===== config.mk =====
export PLATFORM = sky130hd
export DESIGN_NAME = mains_voltage_frequency_qualifier_top
export DESIGN_NICKNAME = d
export VERILOG_FILES = /design/src/mvfq_pkg.sv /design/src/mvfq_div.sv /design/src/mvfq_seq.sv /design/src/mains_voltage_frequency_qualifier_top.sv
export VERILOG_INCLUDE_DIRS = /design/src /design/src/src
export SDC_FILE = /design/constraint.sdc
export NUM_CORES = 2
export LEC_CHECK = 0
export BUFFER_PORTS_ARGS = -buffer_cell sky130_fd_sc_hd__buf_4
export CAP_MARGIN = 20
export CORE_ASPECT_RATIO = 1.2
export CORE_MARGIN = 3
export CORE_UTILIZATION = 30
export CTS_CLUSTER_SIZE = 12
export DETAILED_ROUTE_END_ITERATION = 8
export RECOVER_POWER = 25
export SKIP_LAST_GASP = 1
export SYNTH_ARGS = -nofsm -noshare
export SYNTH_HDL_FRONTEND = slang
export SYNTH_SLANG_ARGS = --single-unit

===== constraint.sdc =====
create_clock -name clk -period 12.3 [get_ports clk]
set_input_delay 0.615 -clock clk [delete_from_list [all_inputs] [get_ports clk]]
set_output_delay 0.615 -clock clk [all_outputs]
set_load 0.03 [all_outputs]

===== src/assert_macros.svh =====
// Assertion macros shared by the mains voltage and frequency qualifier RTL.
// Depends on a clock named clk and an active-low reset named rst_n in scope.
`ifndef ASSERT_MACROS_SVH
`define ASSERT_MACROS_SVH

// The property must hold at every clock edge outside reset.
`define ASSERT_ON(label, prop, msg) \
  label: assert property (@(posedge clk) disable iff (!rst_n) (prop)) else $error(msg);

// The condition must never be true outside reset.
`define ASSERT_NEVER(label, cond, msg) \
  label: assert property (@(posedge clk) disable iff (!rst_n) !(cond)) else $error(msg);

`endif


===== src/mvfq_pkg.sv =====
// Package for the mains voltage and frequency qualifier: widths, constants,
// payload structs, microcode encodings and sequencer status. No dependencies.
`timescale 1ns / 1ps

package mvfq_pkg;

  localparam int unsigned VsumW   = 20;
  localparam int unsigned CntW    = 8;
  localparam int unsigned PerW    = 10;
  localparam int unsigned VoltW   = 16;
  localparam int unsigned FreqW   = 18;
  localparam int unsigned GainW   = 16;
  localparam int unsigned CfgW    = 32;
  localparam int unsigned CfgIdxW = 3;
  localparam int unsigned RecW    = 7;
  localparam int unsigned EdcW    = 3;
  localparam int unsigned StepW   = 4;
  localparam int unsigned DivCntW = 5;
  localparam int unsigned ProdW   = VsumW + GainW;
  localparam int unsigned GainShift = 12;

  localparam logic [VsumW-1:0]   FreqNumerator = 20'd200000;
  localparam logic [DivCntW-1:0] DivSteps      = DivCntW'(VsumW);
  localparam logic [PerW-1:0]    AbsentPeriod  = 10'd600;
  localparam logic [RecW-1:0]    RecoveryWait  = 7'd60;
  localparam logic [RecW-1:0]    RecMax        = 7'd127;
  localparam logic [EdcW-1:0]    EdcMax        = 3'd7;
  localparam logic [EdcW-1:0]    EdcReload     = 3'd5;
  localparam logic [EdcW-1:0]    UpsLimit      = 3'd2;
  localparam logic [EdcW-1:0]    InvLimit      = 3'd1;

  localparam logic [FreqW-1:0] UpsCutFLo  = 18'd470;
  localparam logic [FreqW-1:0] UpsCutFHi  = 18'd530;
  localparam logic [FreqW-1:0] UpsRecFLo  = 18'd490;
  localparam logic [FreqW-1:0] UpsRecFHi  = 18'd510;
  localparam logic [FreqW-1:0] WideCutFLo = 18'd430;
  localparam logic [FreqW-1:0] WideCutFHi = 18'd570;
  localparam logic [FreqW-1:0] WideRecFLo = 18'd450;
  localparam logic [FreqW-1:0] WideRecFHi = 18'd550;

  localparam logic [VoltW-1:0] NarrowFbVLo = 16'd1850;
  localparam logic [VoltW-1:0] NarrowFbVHi = 16'd2550;
  localparam logic [VoltW-1:0] WideFbVLo   = 16'd1050;
  localparam logic [VoltW-1:0] WideFbVHi   = 16'd2850;

  localparam logic [CfgW-1:0]  UpsCutReset  = 32'd170395400;
  localparam logic [CfgW-1:0]  UpsRecReset  = 32'd163841900;
  localparam logic [CfgW-1:0]  InvCutReset  = 32'd190055400;
  localparam logic [CfgW-1:0]  InvRecReset  = 32'd183501900;
  localparam logic [CfgW-1:0]  ExtraReset   = 32'd58983200;
  localparam logic [GainW-1:0] GainReset    = 16'd4096;

  typedef enum logic [CfgIdxW-1:0] {
    RegUpsCut = 3'd0,
    RegUpsRec = 3'd1,
    RegInvCut = 3'd2,
    RegInvRec = 3'd3,
    RegExtra  = 3'd4,
    RegGain   = 3'd5
  } reg_idx_t;

  typedef struct packed {
    logic [VsumW-1:0] voltage_sum;
    logic [CntW-1:0]  sample_count;
    logic [PerW-1:0]  half_period;
    logic [PerW-1:0]  live_half_period;
    logic             inverter_select;
    logic             switch_on;
    logic             switch_condition;
    logic             second_tick;
  } in_t;

  typedef struct packed {
    logic [VoltW-1:0] voltage_reading;
    logic [FreqW-1:0] frequency_reading;
    logic             mains_good;
    logic             mains_on;
    logic             drop_to_inverter;
  } out_t;

  typedef enum logic [3:0] {
    OpNop      = 4'd0,
    OpTick     = 4'd1,
    OpDivFreq  = 4'd2,
    OpLoadFreq = 4'd3,
    OpDivMean  = 4'd4,
    OpLoadMean = 4'd5,
    OpGain     = 4'd6,
    OpFilter   = 4'd7,
    OpWindow   = 4'd8,
    OpFallback = 4'd9,
    OpEntry    = 4'd10,
    OpEmit     = 4'd11
  } op_t;

  typedef enum logic [2:0] {
    CondNext     = 3'd0,
    CondJump     = 3'd1,
    CondWaitItem = 3'd2,
    CondWaitDiv  = 3'd3,
    CondWaitOut  = 3'd4
  } cond_t;

  typedef struct packed {
    op_t              op;
    cond_t            cond;
    logic [StepW-1:0] target;
  } ctl_word_t;

  typedef struct packed {
    logic item_full;
    logic div_busy;
    logic out_blocked;
  } seq_status_t;

  localparam logic [StepW-1:0] LastStep = 4'd14;

endpackage


===== src/mvfq_div.sv =====
// Iterative restoring divider, one quotient bit per cycle, shared by the
// frequency and mean calculations. Depends on mvfq_pkg and assert_macros.svh.
`timescale 1ns / 1ps
`include "assert_macros.svh"

module mvfq_div (
  input  logic                        clk,
  input  logic                        rst_n,
  input  logic                        start_i,
  input  logic [mvfq_pkg::VsumW-1:0]  dividend_i,
  input  logic [mvfq_pkg::PerW-1:0]   divisor_i,
  output logic                        busy_o,
  output logic [mvfq_pkg::VsumW-1:0]  quot_o
);
  import mvfq_pkg::*;

  logic [DivCntW-1:0] cnt_r, cnt_nxt;
  logic [VsumW-1:0]   quot_r, quot_nxt;
  logic [PerW-1:0]    rem_r, rem_nxt;
  logic [PerW-1:0]    dsr_r, dsr_nxt;
  logic [PerW:0]      trial;
  logic [PerW:0]      diff;

  always_comb begin
    trial    = {rem_r, quot_r[VsumW-1]};
    diff     = trial - {1'b0, dsr_r};
    cnt_nxt  = cnt_r;
    quot_nxt = quot_r;
    rem_nxt  = rem_r;
    dsr_nxt  = dsr_r;
    if (start_i) begin
      cnt_nxt  = DivSteps;
      quot_nxt = dividend_i;
      rem_nxt  = '0;
      dsr_nxt  = divisor_i;
    end else if (cnt_r != '0) begin
      cnt_nxt = cnt_r - 1'b1;
      if (trial >= {1'b0, dsr_r}) begin
        rem_nxt  = diff[PerW-1:0];
        quot_nxt = {quot_r[VsumW-2:0], 1'b1};
      end else begin
        rem_nxt  = trial[PerW-1:0];
        quot_nxt = {quot_r[VsumW-2:0], 1'b0};
      end
    end
  end

  always_ff @(posedge clk) begin
    if (!rst_n) begin
      cnt_r <= '0;
    end else begin
      cnt_r <= cnt_nxt;
    end
  end

  always_ff @(posedge clk) begin
    quot_r <= quot_nxt;
    rem_r  <= rem_nxt;
    dsr_r  <= dsr_nxt;
  end

  assign busy_o = (cnt_r != '0);
  assign quot_o = quot_r;

  `ASSERT_NEVER(a_div_no_restart, start_i && busy_o, "Divider started while busy.")

endmodule


===== src/mvfq_seq.sv =====
// Microcode sequencer: step counter, control-word ROM, conditional waits and a jump.
// Depends on mvfq_pkg and assert_macros.svh.
`timescale 1ns / 1ps
`include "assert_macros.svh"

module mvfq_seq (
  input  logic                  clk,
  input  logic                  rst_n,
  input  mvfq_pkg::seq_status_t status_i,
  output mvfq_pkg::op_t         op_o
);
  import mvfq_pkg::*;

  logic [StepW-1:0] step_r, step_nxt;
  ctl_word_t        cw;
  logic             hold;

  always_comb begin
    case (step_r)
      4'd0:    cw = '{OpNop,      CondWaitItem, '0};
      4'd1:    cw = '{OpTick,     CondNext,     '0};
      4'd2:    cw = '{OpDivFreq,  CondNext,     '0};
      4'd3:    cw = '{OpNop,      CondWaitDiv,  '0};
      4'd4:    cw = '{OpLoadFreq, CondNext,     '0};
      4'd5:    cw = '{OpDivMean,  CondNext,     '0};
      4'd6:    cw = '{OpNop,      CondWaitDiv,  '0};
      4'd7:    cw = '{OpLoadMean, CondNext,     '0};
      4'd8:    cw = '{OpGain,     CondNext,     '0};
      4'd9:    cw = '{OpFilter,   CondNext,     '0};
      4'd10:   cw = '{OpWindow,   CondNext,     '0};
      4'd11:   cw = '{OpFallback, CondNext,     '0};
      4'd12:   cw = '{OpEntry,    CondNext,     '0};
      4'd13:   cw = '{OpEmit,     CondWaitOut,  '0};
      default: cw = '{OpNop,      CondJump,     '0};
    endcase
  end

  always_comb begin
    case (cw.cond)
      CondWaitItem: hold = !status_i.item_full;
      CondWaitDiv:  hold = status_i.div_busy;
      CondWaitOut:  hold = status_i.out_blocked;
      default:      hold = 1'b0;
    endcase
    if (hold) begin
      step_nxt = step_r;
    end else if (cw.cond == CondJump) begin
      step_nxt = cw.target;
    end else begin
      step_nxt = step_r + 1'b1;
    end
  end

  always_ff @(posedge clk) begin
    if (!rst_n) begin
      step_r <= '0;
    end else begin
      step_r <= step_nxt;
    end
  end

  assign op_o = cw.op;

  `ASSERT_ON(a_seq_step_range, step_r <= LastStep, "Step counter left the program.")

endmodule


===== src/mains_voltage_frequency_qualifier_top.sv =====
// Top level of the mains voltage and frequency qualifier: ports, configuration
// registers, item registers and the datapath. Depends on mvfq_pkg, mvfq_seq,
// mvfq_div and assert_macros.svh.
//
// One item per mains half-cycle gives one result. The frequency and the mean
// each pass through the shared divider, which gives one quotient bit a cycle.
// The microcode program has steps for the item wait, the tick, the divider
// starts and loads, gain, filtering, window checks, the fallback check, the
// entry delay, the emit and the jump back to the item wait. A stalled output
// register holds the program at the emit step until the register drains. The
// next item is taken the cycle after the result is loaded into the output
// register, so the block takes no new item before the last one has its result.
`timescale 1ns / 1ps
`include "assert_macros.svh"

module mains_voltage_frequency_qualifier_top (
  input  logic                          clk,
  input  logic                          rst_n,
  input  logic                          in_valid,
  output logic                          in_stall,
  input  mvfq_pkg::in_t                 in_item,
  output logic                          out_valid,
  input  logic                          out_stall,
  output mvfq_pkg::out_t                out_item,
  input  logic                          cfg_we,
  input  logic [mvfq_pkg::CfgIdxW-1:0]  cfg_index,
  input  logic [mvfq_pkg::CfgW-1:0]     cfg_wdata
);
  import mvfq_pkg::*;

  logic [CfgW-1:0]  ups_cut_r, ups_cut_nxt, ups_rec_r, ups_rec_nxt;
  logic [CfgW-1:0]  inv_cut_r, inv_cut_nxt, inv_rec_r, inv_rec_nxt;
  logic [CfgW-1:0]  extra_r, extra_nxt;
  logic [GainW-1:0] gain_r, gain_nxt;

  in_t              item_r, item_nxt;
  logic             item_full_r, item_full_nxt;
  out_t             out_item_r, out_item_nxt;
  logic             out_valid_r, out_valid_nxt;

  logic [VoltW-1:0] filt_r, filt_nxt;
  logic             good_r, good_nxt;
  logic [RecW-1:0]  rec_r, rec_nxt;
  logic [EdcW-1:0]  edc_r, edc_nxt;
  logic             on_r, on_nxt;
  logic             drop_r, drop_nxt;
  logic [FreqW-1:0] freq_r, freq_nxt;
  logic [VsumW-1:0] mean_r, mean_nxt;
  logic [ProdW-1:0] prod_r, prod_nxt;

  op_t              op;
  seq_status_t      status;
  logic             out_blocked;
  logic             emit_fire;
  logic             div_start;
  logic [VsumW-1:0] div_dividend;
  logic [PerW-1:0]  div_divisor;
  logic             div_busy;
  logic [VsumW-1:0] div_quot;

  logic [ProdW-GainShift-1:0] gained;
  logic [VoltW-1:0] fresh;
  logic [VoltW:0]   avg_sum;
  logic [VoltW-1:0] cut_lo, cut_hi, rec_lo, rec_hi, fb_vlo, fb_vhi;
  logic [FreqW-1:0] fcut_lo, fcut_hi, frec_lo, frec_hi, fb_flo, fb_fhi;
  logic             win_incl, win_strict, fb_pass;
  logic [EdcW-1:0]  edc_limit;
  logic             ups;

  assign out_blocked        = out_valid_r && out_stall;
  assign emit_fire          = (op == OpEmit) && !out_blocked;
  assign status.item_full   = item_full_r;
  assign status.div_busy    = div_busy;
  assign status.out_blocked = out_blocked;

  mvfq_seq u_seq (
    .clk      (clk),
    .rst_n    (rst_n),
    .status_i (status),
    .op_o     (op)
  );

  assign div_start    = (op == OpDivFreq) || (op == OpDivMean);
  assign div_dividend = (op == OpDivFreq) ? FreqNumerator : item_r.voltage_sum;
  assign div_divisor  = (op == OpDivFreq) ? item_r.half_period
                                          : {{(PerW-CntW){1'b0}}, item_r.sample_count};

  mvfq_div u_div (
    .clk        (clk),
    .rst_n      (rst_n),
    .start_i    (div_start),
    .dividend_i (div_dividend),
    .divisor_i  (div_divisor),
    .busy_o     (div_busy),
    .quot_o     (div_quot)
  );

  always_comb begin
    ups_cut_nxt = ups_cut_r;
    ups_rec_nxt = ups_rec_r;
    inv_cut_nxt = inv_cut_r;
    inv_rec_nxt = inv_rec_r;
    extra_nxt   = extra_r;
    gain_nxt    = gain_r;
    if (cfg_we) begin
      case (cfg_index)
        RegUpsCut: ups_cut_nxt = cfg_wdata;
        RegUpsRec: ups_rec_nxt = cfg_wdata;
        RegInvCut: inv_cut_nxt = cfg_wdata;
        RegInvRec: inv_rec_nxt = cfg_wdata;
        RegExtra:  extra_nxt   = cfg_wdata;
        RegGain:   gain_nxt    = cfg_wdata[GainW-1:0];
        default:   ;
      endcase
    end
  end

  always_comb begin
    ups = !item_r.inverter_select;
    if (!item_r.switch_on) begin
      cut_lo  = extra_r[15:0];
      cut_hi  = inv_cut_r[31:16];
      rec_lo  = extra_r[31:16];
      rec_hi  = inv_rec_r[31:16];
      fcut_lo = WideCutFLo;
      fcut_hi = WideCutFHi;
      frec_lo = WideRecFLo;
      frec_hi = WideRecFHi;
    end else if (!ups) begin
      cut_lo  = inv_cut_r[15:0];
      cut_hi  = inv_cut_r[31:16];
      rec_lo  = inv_rec_r[15:0];
      rec_hi  = inv_rec_r[31:16];
      fcut_lo = WideCutFLo;
      fcut_hi = WideCutFHi;
      frec_lo = WideRecFLo;
      frec_hi = WideRecFHi;
    end else begin
      cut_lo  = ups_cut_r[15:0];
      cut_hi  = ups_cut_r[31:16];
      rec_lo  = ups_rec_r[15:0];
      rec_hi  = ups_rec_r[31:16];
      fcut_lo = UpsCutFLo;
      fcut_hi = UpsCutFHi;
      frec_lo = UpsRecFLo;
      frec_hi = UpsRecFHi;
    end
    if (ups && item_r.switch_condition) begin
      fb_vlo = NarrowFbVLo;
      fb_vhi = NarrowFbVHi;
      fb_flo = UpsCutFLo;
      fb_fhi = UpsCutFHi;
    end else begin
      fb_vlo = WideFbVLo;
      fb_vhi = WideFbVHi;
      fb_flo = WideCutFLo;
      fb_fhi = WideCutFHi;
    end
    win_incl   = !(filt_r < cut_lo || filt_r > cut_hi || freq_r < fcut_lo || freq_r > fcut_hi);
    win_strict = (filt_r > rec_lo) && (filt_r < rec_hi) && (freq_r > frec_lo) && (freq_r < frec_hi);
    fb_pass    = (filt_r > fb_vlo) && (filt_r < fb_vhi) && (freq_r > fb_flo) && (freq_r < fb_fhi);
    edc_limit  = ups ? UpsLimit : InvLimit;
  end

  always_comb begin
    gained  = prod_r[ProdW-1:GainShift];
    fresh   = (gained[ProdW-GainShift-1:VoltW] != '0) ? '1 : gained[VoltW-1:0];
    avg_sum = {1'b0, fresh} + {1'b0, filt_r};

    filt_nxt = filt_r;
    good_nxt = good_r;
    rec_nxt  = rec_r;
    edc_nxt  = edc_r;
    on_nxt   = on_r;
    drop_nxt = drop_r;
    freq_nxt = freq_r;
    mean_nxt = mean_r;
    prod_nxt = prod_r;

    case (op)
      OpTick: begin
        if (item_r.second_tick) begin
          if (rec_r != RecMax) rec_nxt = rec_r + 1'b1;
          if (edc_r != EdcMax) edc_nxt = edc_r + 1'b1;
        end
      end
      OpLoadFreq: begin
        freq_nxt = (item_r.half_period == '0) ? '0 : div_quot[FreqW-1:0];
      end
      OpLoadMean: begin
        mean_nxt = (item_r.sample_count == '0) ? '0 : div_quot;
      end
      OpGain: begin
        prod_nxt = ProdW'(mean_r) * ProdW'(gain_r);
      end
      OpFilter: begin
        filt_nxt = (item_r.live_half_period > AbsentPeriod) ? '0 : avg_sum[VoltW:1];
      end
      OpWindow: begin
        good_nxt = good_r ? win_incl : win_strict;
      end
      OpFallback: begin
        if (!good_r) begin
          if (fb_pass) begin
            if (rec_r > RecoveryWait) good_nxt = 1'b1;
          end else begin
            rec_nxt = '0;
          end
        end
      end
      OpEntry: begin
        drop_nxt = 1'b0;
        if (good_r) begin
          rec_nxt = '0;
          if (edc_r > edc_limit) begin
            edc_nxt = EdcReload;
            on_nxt  = 1'b1;
          end else if (ups) begin
            on_nxt   = 1'b0;
            drop_nxt = 1'b1;
          end
        end else begin
          edc_nxt = '0;
          on_nxt  = 1'b0;
        end
      end
      default: ;
    endcase
  end

  always_comb begin
    item_nxt      = item_r;
    item_full_nxt = item_full_r;
    if (in_valid && !item_full_r) begin
      item_nxt      = in_item;
      item_full_nxt = 1'b1;
    end else if (emit_fire) begin
      item_full_nxt = 1'b0;
    end

    out_item_nxt  = out_item_r;
    out_valid_nxt = out_valid_r;
    if (emit_fire) begin
      out_item_nxt.voltage_reading   = filt_r;
      out_item_nxt.frequency_reading = freq_r;
      out_item_nxt.mains_good        = good_r;
      out_item_nxt.mains_on          = on_r;
      out_item_nxt.drop_to_inverter  = drop_r;
      out_valid_nxt                  = 1'b1;
    end else if (out_valid_r && !out_stall) begin
      out_valid_nxt = 1'b0;
    end
  end

  always_ff @(posedge clk) begin
    if (!rst_n) begin
      ups_cut_r   <= UpsCutReset;
      ups_rec_r   <= UpsRecReset;
      inv_cut_r   <= InvCutReset;
      inv_rec_r   <= InvRecReset;
      extra_r     <= ExtraReset;
      gain_r      <= GainReset;
      item_full_r <= 1'b0;
      out_valid_r <= 1'b0;
      filt_r      <= '0;
      good_r      <= 1'b0;
      rec_r       <= '0;
      edc_r       <= '0;
      on_r        <= 1'b0;
    end else begin
      ups_cut_r   <= ups_cut_nxt;
      ups_rec_r   <= ups_rec_nxt;
      inv_cut_r   <= inv_cut_nxt;
      inv_rec_r   <= inv_rec_nxt;
      extra_r     <= extra_nxt;
      gain_r      <= gain_nxt;
      item_full_r <= item_full_nxt;
      out_valid_r <= out_valid_nxt;
      filt_r      <= filt_nxt;
      good_r      <= good_nxt;
      rec_r       <= rec_nxt;
      edc_r       <= edc_nxt;
      on_r        <= on_nxt;
    end
  end

  always_ff @(posedge clk) begin
    item_r     <= item_nxt;
    out_item_r <= out_item_nxt;
    drop_r     <= drop_nxt;
    freq_r     <= freq_nxt;
    mean_r     <= mean_nxt;
    prod_r     <= prod_nxt;
  end

  assign in_stall  = item_full_r;
  assign out_valid = out_valid_r;
  assign out_item  = out_item_r;

  `ASSERT_ON(a_top_out_from_emit, $rose(out_valid_r) |-> $past(emit_fire), "Result loaded outside the emit step.")
  `ASSERT_ON(a_top_good_clears_rec, (emit_fire && good_r) |-> (rec_r == '0), "Recovery count left set while good.")
  `ASSERT_ON(a_top_on_needs_good, (emit_fire && on_r) |-> good_r, "Mains on raised without mains good.")

endmodule

==> load_flow_metrics.sql <==
INSERT INTO impl_metrics (metric_group, metric, value, unit) VALUES
('grt', 'global_route_wire_length_before_repair', '128', 'mm'),
('route', 'drt-vias-per-instance', '4.81', ''),
('sta', 'grt_setup_unrepaired', 'false', ''),
('die', 'die_area', '0.102', 'mm²'),
('critical_path', 'worstPathArrival', '7.46', 'ns'),
('clock_tree', 'cts.reportedPaths.clkPinSlew', '0.06', 'ns'),
('critical_path', 'path_max_fanout', '21', ''),
('synth', 'ys_seq_area_frac', '0.345', ''),
('min_path', 'timing.hold.worst.class', 'input port to flip-flop', ''),
('critical_path', 'crit_path_start_kind', 'flip-flop', ''),
('synth', 'synth_top_cell_area_share', '0.186', ''),
('die', 'die-height', '349', 'µm'),
('clock_tree', 'clock_tree.root_cell', 'sky130_fd_sc_hd__clkbuf_16', ''),
('power', 'p_total', '3.98', 'mW'),
('critical_path', 'worst_path_most_repeated_cell', 'sky130_fd_sc_hd__fa_1', ''),
('route', 'drt_iter0_drc', '1493', ''),
('synth', 'synth.most_common_cell', 'sky130_fd_sc_hd__nand2_1', ''),
('clock_tree', 'numCtsBuffers', '47', ''),
('sta', 'setup-tns-final', '0', 'ns'),
('critical_path', 'reg2reg_depth', '20', ''),
('synth', 'ys_async_sr_fraction', '0', ''),
('sta', 'setup_viol', '0', ''),
('grt', 'groute.usage.overall', '0.161', ''),
('clock_tree', 'clockBufferDepth', '3', ''),
('die', 'die_width', '291', 'µm'),
('min_path', 'whs_path_depth', '1', ''),
('sta', 'post_route_minimum_period', '7.16', 'ns'),
('layout', 'antenna-diode-count', '0', ''),
('synth', 'synth.top_cells.by_area', 'sky130_fd_sc_hd__edfxtp_1 19%, sky130_fd_sc_hd__fa_1 17%, sky130_fd_sc_hd__dfxtp_1 16%', ''),
('place', 'pre_cts_slack', '5.24', 'ns'),
('synth', 'netlist_instances', '3115', ''),
('route', 'drcViolationCount', '0', ''),
('layout', 'layout.filler_cells', '9856', ''),
('layout', 'fin_cells', '4476', ''),
('clock_tree', 'clk_latency', '0.64', 'ns'),
('sta', 'maximum_clock_rate', '140', 'MHz'),
('synth', 'synth.lib_cells_used.distinct', '81', ''),
('route', 'wire_per_inst', '18.3', 'µm'),
('synth', 'number_of_synthesized_flops_with_an_enable_pin', '182', ''),
('sta', 'final_ws_setup', '5.14', 'ns'),
('synth', 'commonest_register_cell_after_synthesis', 'sky130_fd_sc_hd__dfxtp_1', ''),
('route', 'firstDrtPassIters', '5', ''),
('sta', 'report.final.hold_viol_count', '0', ''),
('synth', 'syn_area_per_cell', '9.42', 'µm²'),
('die', 'core-area', '0.0970', 'mm²'),
('critical_path', 'critical_path.max_stage_delay', '0.96', 'ns'),
('place', 'port-buffer-count', '130', ''),
('place', 'globalplace.congestion', '0.828', ''),
('sta', 'worstMarginPinSlew', '2.73', 'ns'),
('sta', 'slew_viol_final', '84', ''),
('sta', 'finalCritPeriodShare', '0.582', ''),
('sta', 'slew_headroom', '-0.822', ''),
('run_status', 'failed_checks', 'capacitance limit, slew limit', ''),
('grt', 'antenna_found_initial', '1', ''),
('clock_tree', 'cts.sink_count', '414', ''),
('die', 'rows', '125', ''),
('grt', 'grt_max_degree', '89', ''),
('run_status', 'run_status', 'finished with violations', ''),
('critical_path', 'worstSetupEndpointType', 'flip-flop', ''),
('synth', 'yosysWarningCount', '0', ''),
('job', 'cap_viol_max_count', '2', ''),
('sta', 'timing.clock.skew', '0.0896', 'ns'),
('synth', 'post_synthesis_net_count', '3686', ''),
('route', 'routed-via-count', '21500', ''),
('critical_path', 'required', '12.60', 'ns'),
('die', 'count_of_boundary_i_o_pins', '131', ''),
('clock_tree', 'htreeDepth', '2', ''),
('layout', 'utilization', '0.341', ''),
('synth', 'synthesized_area', '0.0293', 'mm²'),
('clock_tree', 'cts_setup_buffers', '0', ''),
('critical_path', 'cpMaxStageDelayCell', 'sky130_fd_sc_hd__dfxtp_1', '');
[per-layer routing]
layer / GRT usage / share of wire
met1: 0.209 / 0.44
met2: 0.266 / 0.46
met3: 0.0342 / 0.066
met4: 0.0519 / 0.033
met5: 0 / 0
[cell usage in the layout (no fill, tap or decap), types with 17 or more instances in the layout]
cell,Yosys,routed
sky130_fd_sc_hd__or2_2,23,23
sky130_fd_sc_hd__buf_4,1,90
sky130_fd_sc_hd__nor3_1,25,22
sky130_fd_sc_hd__nand3_1,73,73
sky130_fd_sc_hd__a21o_1,39,39
sky130_fd_sc_hd__nand2b_1,17,17
sky130_fd_sc_hd__ha_1,228,228
sky130_fd_sc_hd__clkbuf_4,0,50
sky130_fd_sc_hd__o21ai_0,86,86
sky130_fd_sc_hd__nand2_1,694,693
sky130_fd_sc_hd__edfxtp_1,182,182
sky130_fd_sc_hd__nor2_1,66,64
sky130_fd_sc_hd__clkbuf_16,0,47
sky130_fd_sc_hd__nand4_1,19,19
sky130_fd_sc_hd__and2_1,189,186
sky130_fd_sc_hd__nor2b_1,34,32
sky130_fd_sc_hd__mux2i_1,70,70
sky130_fd_sc_hd__dfxtp_1,232,232
sky130_fd_sc_hd__xnor2_1,27,27
sky130_fd_sc_hd__inv_1,322,322
sky130_fd_sc_hd__a21oi_1,81,80
sky130_fd_sc_hd__fa_1,251,251
sky130_fd_sc_hd__a21boi_0,137,137
sky130_fd_sc_hd__clkbuf_1,140,25
[state kept, by name, summed over array words and instances, names as in the netlist, 3 cells and up]
signal	cells
item_r	52
gain_r	16
u_seq.cw	7
u_div.cnt_r	5
inv_cut_r	32
u_div.quot_o	20
rec_r	7
out_item	37
inv_rec_r	32
prod_r	24
ups_rec_r	32
ups_cut_r	32
u_div.dsr_r	10
freq_r	18
filt_r	16
u_div.rem_r	10
edc_r	3
u_seq.step_r	4
extra_r	32
mean_r	20
[logic make-up after synthesis]
logic type               Yosys count  share of synthesized area
XOR/XNOR                          43                     0.0131
buffers and inverters            471                     0.0604
flip-flops                       414                      0.345
adder cells (fa/ha/maj)          479                      0.268
AND/OR/NAND/NOR                 1185                      0.185
multiplexers                      71                     0.0243
AO/OA/AOI/OAI                    452                      0.104
[through the flow]
step / area (µm²) / hold slack, ns
final: 33100 / 0.199
after global routing: 33100 / 0.169
after CTS: 33200 / 0.147
after detailed placement: 31600 / 0.421
after global placement: 31600 / 0.419
after floorplan: 29300 / 0.400
[where the power goes]
part / switching [mW] / total [mW] / internal, mW
registers: 0.0890 / 1.70 / 1.61
clock network: 0.605 / 1.43 / 0.829
logic: 0.497 / 0.843 / 0.347
[critical path, delay by kind of cell, from the launching register on]
| family | cells | cell delay, ns |
|---|---|---|
| xor+xnor | 1 | 0.13 |
| buf+inv | 3 | 0.15 |
| fa+ha+maj | 7 | 3.36 |
| flops | 1 | 0.96 |
| compound gates | 6 | 1.35 |
| simple gates | 3 | 0.85 |
[layout make-up]
cell class                 instances  area [µm²]  share of cell area
clock buffer                      72        1390              0.0420
clock inverter                    15         199             0.00601
inverter                         323        1210              0.0366
multi-input combinational       2230       17500               0.529
sequential                       414       10100               0.305
tap                             1270        1590              0.0480
timing repair buffer             152        1100              0.0331
[final timing paths]
path,startpoint,end,slack [ns]
max,gain_r[3],prod_r[30],5.14
max reg2reg,gain_r[3],prod_r[30],5.14
min reg2reg,drop_r,out_item[0],0.43
min,in_item[6],item_r[6],0.20
Power figures use the tool's default switching activity.
